==> src/design/u8cjk_pkg.sv <==
// Package for the UTF-8 scanner: field widths, byte masks and CJK/Hangul range check.
package u8cjk_pkg;

  localparam int unsigned ByteW = 8;
  localparam int unsigned CodeW = 21;
  localparam int unsigned PendW = 2;

  typedef logic [CodeW-1:0] code_t;
  typedef logic [PendW-1:0] pend_t;

  // Lead byte class masks and their match values.
  localparam logic [ByteW-1:0] Lead2Mask  = 8'hE0;
  localparam logic [ByteW-1:0] Lead2Val   = 8'hC0;
  localparam logic [ByteW-1:0] Lead3Mask  = 8'hF0;
  localparam logic [ByteW-1:0] Lead3Val   = 8'hE0;
  localparam logic [ByteW-1:0] Lead4Mask  = 8'hF8;
  localparam logic [ByteW-1:0] Lead4Val   = 8'hF0;
  localparam logic [ByteW-1:0] ContMask   = 8'hC0;
  localparam logic [ByteW-1:0] ContVal    = 8'h80;

  localparam pend_t PendOne   = 2'd1;
  localparam pend_t PendTwo   = 2'd2;
  localparam pend_t PendThree = 2'd3;

  // Inclusive CJK / Hangul ranges.
  localparam code_t CjkExtALo  = 21'h03400;
  localparam code_t CjkExtAHi  = 21'h09FFF;
  localparam code_t CjkCompLo  = 21'h0F900;
  localparam code_t CjkCompHi  = 21'h0FAFF;
  localparam code_t CjkExtBLo  = 21'h20000;
  localparam code_t CjkExtBHi  = 21'h2EBEF;
  localparam code_t CjkPunctLo = 21'h03000;
  localparam code_t CjkPunctHi = 21'h0303F;
  localparam code_t HalfFullLo = 21'h0FF00;
  localparam code_t HalfFullHi = 21'h0FFEF;
  localparam code_t JamoLo     = 21'h01100;
  localparam code_t JamoHi     = 21'h011FF;
  localparam code_t CompJamoLo = 21'h03130;
  localparam code_t CompJamoHi = 21'h0318F;
  localparam code_t HangulLo   = 21'h0AC00;
  localparam code_t HangulHi   = 21'h0D7AF;

  function automatic logic in_cjk_range(input code_t c);
    in_cjk_range = (c >= CjkExtALo  && c <= CjkExtAHi)
                || (c >= CjkCompLo  && c <= CjkCompHi)
                || (c >= CjkExtBLo  && c <= CjkExtBHi)
                || (c >= CjkPunctLo && c <= CjkPunctHi)
                || (c >= HalfFullLo && c <= HalfFullHi)
                || (c >= JamoLo     && c <= JamoHi)
                || (c >= CompJamoLo && c <= CompJamoHi)
                || (c >= HangulLo   && c <= HangulHi);
  endfunction

endpackage

==> src/design/utf8_scan_cjk_detect_unit.sv <==
// UTF-8 text scanner that reports ASCII-only, first multibyte codepoint and first CJK codepoint.
// Result: the result of a text appears in the cycle after its end-of-text byte leaves the
// input register; that byte waits there while a result is still held at the output.
// Throughput: one byte per cycle; the byte register feeds the decode logic and the result
// register, and only an end-of-text byte waits on a result still held at the output.
// Reset: synchronous, active low; clears the decode state and all valid flags.
module utf8_scan_cjk_detect_unit
  import u8cjk_pkg::*;
(
  input  logic             clk,
  input  logic             rst_n,
  input  logic             in_valid,
  output logic             in_ready,
  input  logic [ByteW-1:0] in_text_byte,
  input  logic             in_end_of_text,
  output logic             out_valid,
  input  logic             out_ready,
  output logic             out_ascii_only,
  output logic             out_non_ascii_found,
  output logic [CodeW-1:0] out_non_ascii_code,
  output logic             out_cjk_found,
  output logic [CodeW-1:0] out_cjk_code
);

  // Input register.
  logic             s1_valid_r;
  logic [ByteW-1:0] s1_byte_r;
  logic             s1_eot_r;
  logic             s1_adv;

  // Decode state.
  pend_t pending_r,     pending_nxt;
  code_t asm_r,         asm_nxt;
  logic  saw_high_r,    saw_high_nxt;
  logic  first_over_r,  first_over_nxt;
  logic  first_hit_r,   first_hit_nxt;
  code_t first_val_r,   first_val_nxt;
  logic  cjk_over_r,    cjk_over_nxt;
  logic  cjk_hit_r,     cjk_hit_nxt;
  code_t cjk_val_r,     cjk_val_nxt;
  logic  code_done;

  // Result register.
  logic  out_valid_r;
  logic  res_ascii_r;
  logic  res_first_hit_r;
  code_t res_first_val_r;
  logic  res_cjk_hit_r;
  code_t res_cjk_val_r;

  // A non-final byte never needs the output; a final one needs the result slot free.
  assign s1_adv   = s1_valid_r && (!s1_eot_r || !out_valid_r || out_ready);
  assign in_ready = !s1_valid_r || s1_adv;

  always_ff @(posedge clk) begin
    if (!rst_n) begin
      s1_valid_r <= 1'b0;
    end else if (in_ready) begin
      s1_valid_r <= in_valid;
    end
  end

  always_ff @(posedge clk) begin
    if (in_valid && in_ready) begin
      s1_byte_r <= in_text_byte;
      s1_eot_r  <= in_end_of_text;
    end
  end

  always_comb begin
    pending_nxt    = pending_r;
    asm_nxt        = asm_r;
    saw_high_nxt   = saw_high_r | s1_byte_r[ByteW-1];
    first_over_nxt = first_over_r;
    first_hit_nxt  = first_hit_r;
    first_val_nxt  = first_val_r;
    cjk_over_nxt   = cjk_over_r;
    cjk_hit_nxt    = cjk_hit_r;
    cjk_val_nxt    = cjk_val_r;
    code_done      = 1'b0;

    if (pending_r != '0) begin
      if ((s1_byte_r & ContMask) == ContVal) begin
        asm_nxt     = {asm_r[CodeW-7:0], s1_byte_r[5:0]};
        pending_nxt = pending_r - PendOne;
        code_done   = (pending_r == PendOne);
      end else begin
        // Broken sequence: both searches end without a hit.
        first_over_nxt = 1'b1;
        cjk_over_nxt   = 1'b1;
        pending_nxt    = '0;
        asm_nxt        = '0;
      end
    end else if (!s1_byte_r[ByteW-1]) begin
      pending_nxt = '0;
    end else if ((s1_byte_r & Lead2Mask) == Lead2Val) begin
      asm_nxt     = {16'd0, s1_byte_r[4:0]};
      pending_nxt = PendOne;
    end else if ((s1_byte_r & Lead3Mask) == Lead3Val) begin
      asm_nxt     = {17'd0, s1_byte_r[3:0]};
      pending_nxt = PendTwo;
    end else if ((s1_byte_r & Lead4Mask) == Lead4Val) begin
      asm_nxt     = {18'd0, s1_byte_r[2:0]};
      pending_nxt = PendThree;
    end else begin
      // Bad lead byte ends only the non-ASCII search.
      first_over_nxt = 1'b1;
    end

    if (code_done) begin
      if (!first_over_r) begin
        first_hit_nxt  = 1'b1;
        first_val_nxt  = asm_nxt;
        first_over_nxt = 1'b1;
      end
      if (!cjk_over_r && in_cjk_range(asm_nxt)) begin
        cjk_hit_nxt  = 1'b1;
        cjk_val_nxt  = asm_nxt;
        cjk_over_nxt = 1'b1;
      end
    end
  end

  // A truncated sequence at the end only ends searches; the hit flags already hold the answer.
  always_ff @(posedge clk) begin
    if (!rst_n || (s1_adv && s1_eot_r)) begin
      pending_r    <= '0;
      asm_r        <= '0;
      saw_high_r   <= 1'b0;
      first_over_r <= 1'b0;
      first_hit_r  <= 1'b0;
      first_val_r  <= '0;
      cjk_over_r   <= 1'b0;
      cjk_hit_r    <= 1'b0;
      cjk_val_r    <= '0;
    end else if (s1_adv) begin
      pending_r    <= pending_nxt;
      asm_r        <= asm_nxt;
      saw_high_r   <= saw_high_nxt;
      first_over_r <= first_over_nxt;
      first_hit_r  <= first_hit_nxt;
      first_val_r  <= first_val_nxt;
      cjk_over_r   <= cjk_over_nxt;
      cjk_hit_r    <= cjk_hit_nxt;
      cjk_val_r    <= cjk_val_nxt;
    end
  end

  always_ff @(posedge clk) begin
    if (!rst_n) begin
      out_valid_r <= 1'b0;
    end else if (s1_adv && s1_eot_r) begin
      out_valid_r <= 1'b1;
    end else if (out_ready) begin
      out_valid_r <= 1'b0;
    end
  end

  always_ff @(posedge clk) begin
    if (s1_adv && s1_eot_r) begin
      res_ascii_r     <= !saw_high_nxt;
      res_first_hit_r <= first_hit_nxt;
      res_first_val_r <= first_hit_nxt ? first_val_nxt : '0;
      res_cjk_hit_r   <= cjk_hit_nxt;
      res_cjk_val_r   <= cjk_hit_nxt ? cjk_val_nxt : '0;
    end
  end

  assign out_valid           = out_valid_r;
  assign out_ascii_only      = res_ascii_r;
  assign out_non_ascii_found = res_first_hit_r;
  assign out_non_ascii_code  = res_first_val_r;
  assign out_cjk_found       = res_cjk_hit_r;
  assign out_cjk_code        = res_cjk_val_r;

  // A multibyte or CJK hit can only come from a text that held high bytes.
  a_cjk_not_ascii: assert property (@(posedge clk) disable iff (!rst_n)
    out_valid_r && res_cjk_hit_r |-> !res_ascii_r)
    else $error("CJK hit reported for an ASCII-only text");

  a_first_not_ascii: assert property (@(posedge clk) disable iff (!rst_n)
    out_valid_r && res_first_hit_r |-> !res_ascii_r)
    else $error("non-ASCII hit reported for an ASCII-only text");

  a_cjk_in_range: assert property (@(posedge clk) disable iff (!rst_n)
    out_valid_r && res_cjk_hit_r |-> in_cjk_range(res_cjk_val_r))
    else $error("CJK code outside the CJK ranges");

  a_pending_high: assert property (@(posedge clk) disable iff (!rst_n)
    pending_r != '0 |-> saw_high_r)
    else $error("sequence in progress without a high byte seen");

  a_hit_ends_search: assert property (@(posedge clk) disable iff (!rst_n)
    (!first_hit_r || first_over_r) && (!cjk_hit_r || cjk_over_r))
    else $error("search still open after a hit");

endmodule
==> config.mk <==
export PLATFORM = sky130hd
export DESIGN_NAME = utf8_scan_cjk_detect_unit
export DESIGN_NICKNAME = d
export VERILOG_FILES = /design/src/design/u8cjk_pkg.sv /design/src/design/utf8_scan_cjk_detect_unit.sv
export SDC_FILE = /design/constraint.sdc
export NUM_CORES = 1
export LEC_CHECK = 0
export CORE_ASPECT_RATIO = 1.75
export CORE_MARGIN = 1.5
export CORE_UTILIZATION = 35
export CTS_BUF_LIST = sky130_fd_sc_hd__clkbuf_8
export DETAILED_ROUTE_END_ITERATION = 7
export DONT_BUFFER_PORTS = 1
export PLACE_DENSITY = 0.58
export SYNTH_ARGS = -nofsm -noshare
export SYNTH_HDL_FRONTEND = slang
export SYNTH_SLANG_ARGS = --single-unit
==> constraint.sdc <==
create_clock -name clk -period 3.74 [get_ports clk]
set_clock_uncertainty 0.15 [all_clocks]
set_input_delay 0.187 -clock clk [delete_from_list [all_inputs] [get_ports clk]]
set_output_delay 0.187 -clock clk [all_outputs]
set_load 0.05 [all_outputs]
==> summary.md <==
| Metric | Value |
|---|---|
| Final Core Density | `0.434` |
| Number of non-filler instances in the completed layout | `892` |
| Area Overhead vs Synth | `20.9%` |
| Cell area after placement | `between 0.006 and 0.007 sq mm` |
| Run status | `finished, final reports clean` |
| TritonCTS Buffers | `17` |
| # DRC | `0` |
| Worst vdd ir | `~0.00023 V` |
| Count of state elements after synthesis | `126` |
| Clock sinks | `between 100 and 150` |
| Routability-driven placement congestion ratio | `between 0.9 and 1` |
| Worst-case headroom to the max-slew limit | `0.368` |
| Final layout net count | `670` |
| Clock period minus final worst setup slack | `around 3.7 ns` |
| Bufs on Longest Clock Path | `2` |
| Clock transition at the register clock pins on the worst setup and hold paths after CTS | `approximately 0.070 ns` |
| Height of the die | `between 150 and 200 um` |
| Floorplan row count | `62` |
| Biggest fanout along the worst timing path | `9` |
| Vias per inst | `between 5 and 6` |
| Total of buffers placed on input and output ports | `0` |
| Setup slack at placement | `-0.0469 ns` |
| Die Outline Area | `between 0.015 and 0.02 sq mm` |
| Wire length of the first global-routing pass | `roughly 26000 um` |
| Sequential fraction of the synthesis area | `0.519` |
| Power density of the placed cells | `between 400 and 500 mW/mm^2` |
| Max-slew violation count | `0` |
| Fraction of the mapped netlist area in compound gates | `0.196` |
| Largest net degree at the start of global routing | `52` |
| Initial antenna violation count | `0` |
| Overflow after GRT | `0` |
| Routed WL | `~17000 um` |
| Largest family of logic cells by synthesized area | `compound AO/OA/AOI/OAI gates` |
| Routed Antenna Nets | `0` |
| Die X | `101 um` |
| Count of fill cells added during filler insertion | `~1600` |
| Pre-antenna DRT Iters | `4` |
| Xor and xnor fraction of the mapped netlist area | `0` |
| Hold Vio Cnt, Final | `0` |
| Post-layout worst setup margin | `a little over 0.04 ns` |
| Sequential standard cell area | `around 0.0031 sq mm` |
| Total Power | `3.08 mW` |
| Critical path data arrival time | `approximately 3.8 ns` |
| Tightest Pin Transition | `roughly 0.94 ns` |
| Buffer type at the clock tree root | `clkbuf_8` |
| Adder-cell share of the synthesized area | `0.00424` |
| Leakage | `around 2.6 nW` |
| Area of all placed cells without fillers | `0.00714 sq mm` |
| TritonCTS clock tree | `built` |
| DR WL/cell | `a little under 20 um` |
| Top library cells by usage in the layout, fill and taps aside | `71 x dfxtp_1, 65 x nor2_1, 63 x nand2_1, 58 x buf_4, 54 x edfxtp_1` |
| Mapped cell area | `approximately 0.0059 sq mm` |
| Multiplexer share of the synthesized area | `0.0594` |
| Kind of end point of the critical path | `flop` |
| Area fraction in and, or, nand and nor cells after synthesis | `0.180` |
| 1st-iter DRT viols | `around 260` |
| Hold/Removal Path Class | `input port to flop` |
| Asr flop ratio synth | `0` |
| Footprint of the multi-input gates | `0.00267 sq mm` |
| Number of H-tree branching levels | `4` |
| I/O pin total | `60` |
| Clock latency reported for the late side of the worst-skew pair | `roughly 0.44 ns` |
| Std-Cell Core Area | `0.0164 sq mm` |
| Post-route clock period utilization | `0.989` |
| Vias post-DR | `4830` |
| Worst setup path class | `flop to flop` |
| Number of violations of the max-capacitance limit | `0` |
| Number of global-route vias before repair | `around 4700` |
| Avg Cell Area, Syn | `between 9 and 10 sq um` |
| Leading register cell type out of synthesis | `dfxtp_1` |
| Number of library cell types mapped by synthesis | `63` |
| Synth Instances | `606` |
| Commonest non-fill, non-tap cell in the layout | `dfxtp_1` |
| Initial standard-cell utilization of the core | `0.359` |
| Crit start category | `flop` |
| Placed insts | `roughly 840` |
| Max Fclk | `between 0.2 and 0.3 GHz` |
| Count of flip-flops with a built-in enable after synthesis | `54` |
| Global routing usage summed across all routing layers | `0.201` |
| Count of synthesis-stage warnings from yosys | `0` |
| Final setup violating endpoints | `0` |
| Share of cells above drive strength 1 | `0.187` |
| Diodes inserted | `0` |
| Endpoint required time on the critical path | `3.86 ns` |
| Net count after synthesis | `between 600 and 700` |
| Post-DP HPWL | `~12000 um` |
==> cells in the mapped netlist, types with 3 or more instances <==
master    count  area, sq um
dfxtp_1      72         1440
nor2_1       66          248
nand2_1      63          236
edfxtp_1     54         1620
a211oi_1     46          345
o21ai_0      41          205
clkbuf_1     35          131
mux2i_1      35          350
nand3_1      28          140
a21oi_1      24          120
nand2b_1     13         81.3
and3_1       11         68.8
and2_1        8         50.1
inv_1         7         26.3
a22oi_1       6         45.0
a31oi_1       5         31.3
nor3_1        5         25.0
nor3b_2       5         62.6
a21boi_0      4         30.0
a32o_1        4         40.0
a32oi_1       4         35.0
buf_2         4         20.0
buf_6         4         45.0
nand3b_1      4         30.0
nor2b_1       4         25.0
o22ai_1       4         25.0
a211o_1       3         26.3
o21a_1        3         22.5
==> registers in the layout, indices dropped and copies added, names as in the netlist, 2 cells and up <==
register and cells:
s1_byte_r 8, pending_r 2, first_val_r 21, asm_r 21, out_cjk_code 21, out_non_ascii_code 21
cjk_val_r 21
==> worst paths after layout <==
path,depth (start not counted),endpoint,slack [ns],startpoint
max reg2reg,12,out_cjk_code[13],0.04,pending_r[0]
max,12,out_cjk_code[13],0.04,pending_r[0]
min,5,pending_r[1],0.11,out_ready
min reg2reg,2,first_over_r,0.31,first_over_r
==> timing repair <==
action | 4_1_cts | 5_1_grt
pin swaps | 0 | 4
buffers inserted | 0 | 8
hold buffers | 12 | 0
resized for setup | 2 | 13
cloned | 0 | 2
endpoints found under the setup margin | 24 | 43
endpoints found under the hold margin | 18 | 0
==> metrics by stage <==
stage                     setup TNS, ns  hold slack [ns]
after CTS                             0           0.0938
final                                 0            0.111
after floorplan                       0            0.136
after global placement                0            0.136
after detailed placement         -0.168            0.136
after global routing            -0.0246            0.144
==> power by group <==
part           leakage, nW  internal, mW  switching (mW)  total, mW
combinational         1.24         0.119           0.204      0.323
clock                0.208         0.676           0.568       1.24
sequential            1.16          1.46          0.0531       1.51
==> cell families (layout without fill, tap and decap cells) <==
group,after synthesis,after routing
adder cells (fa/ha/maj),2,2
buffers and inverters,54,116
multiplexers,35,35
AO/OA/AOI/OAI,169,169
AND/OR/NAND/NOR,220,220
flip-flops,126,126
==> final cells by class <==
cell class,count,area share
clock buffers,18,0.0347
clock inverters,14,0.0233
inverters,7,0.00368
multi-input cells,426,0.374
flip-flops and latches,126,0.429
well taps,224,0.0393
repair buffers,77,0.0957
==> routing by layer <==
| metal | share of wire | global-route usage | up-vias |
|---|---|---|---|
| met5 | 0 | 0 | - |
| met3 | 0.031 | 0.0372 | 55 |
| met1 | 0.38 | 0.215 | 2289 |
| met4 | 0.055 | 0.123 | 0 |
| li1 | - | - | 2335 |
| met2 | 0.53 | 0.355 | 151 |
==> critical path: stages, from the launching register on <==
cell and delay, ns:
dfxtp_1 0.36, inv_1 0.05, ha_2 0.21, or3b_4 0.42
nor3b_4 0.26, o22ai_2 0.12, or3b_1 0.37, or4_1 0.47
a211o_1 0.32, o31ai_4 0.30, buf_12 0.16, buf_12 0.13
mux2i_1 0.21
No activity file was read; power rests on OpenSTA's default activity.
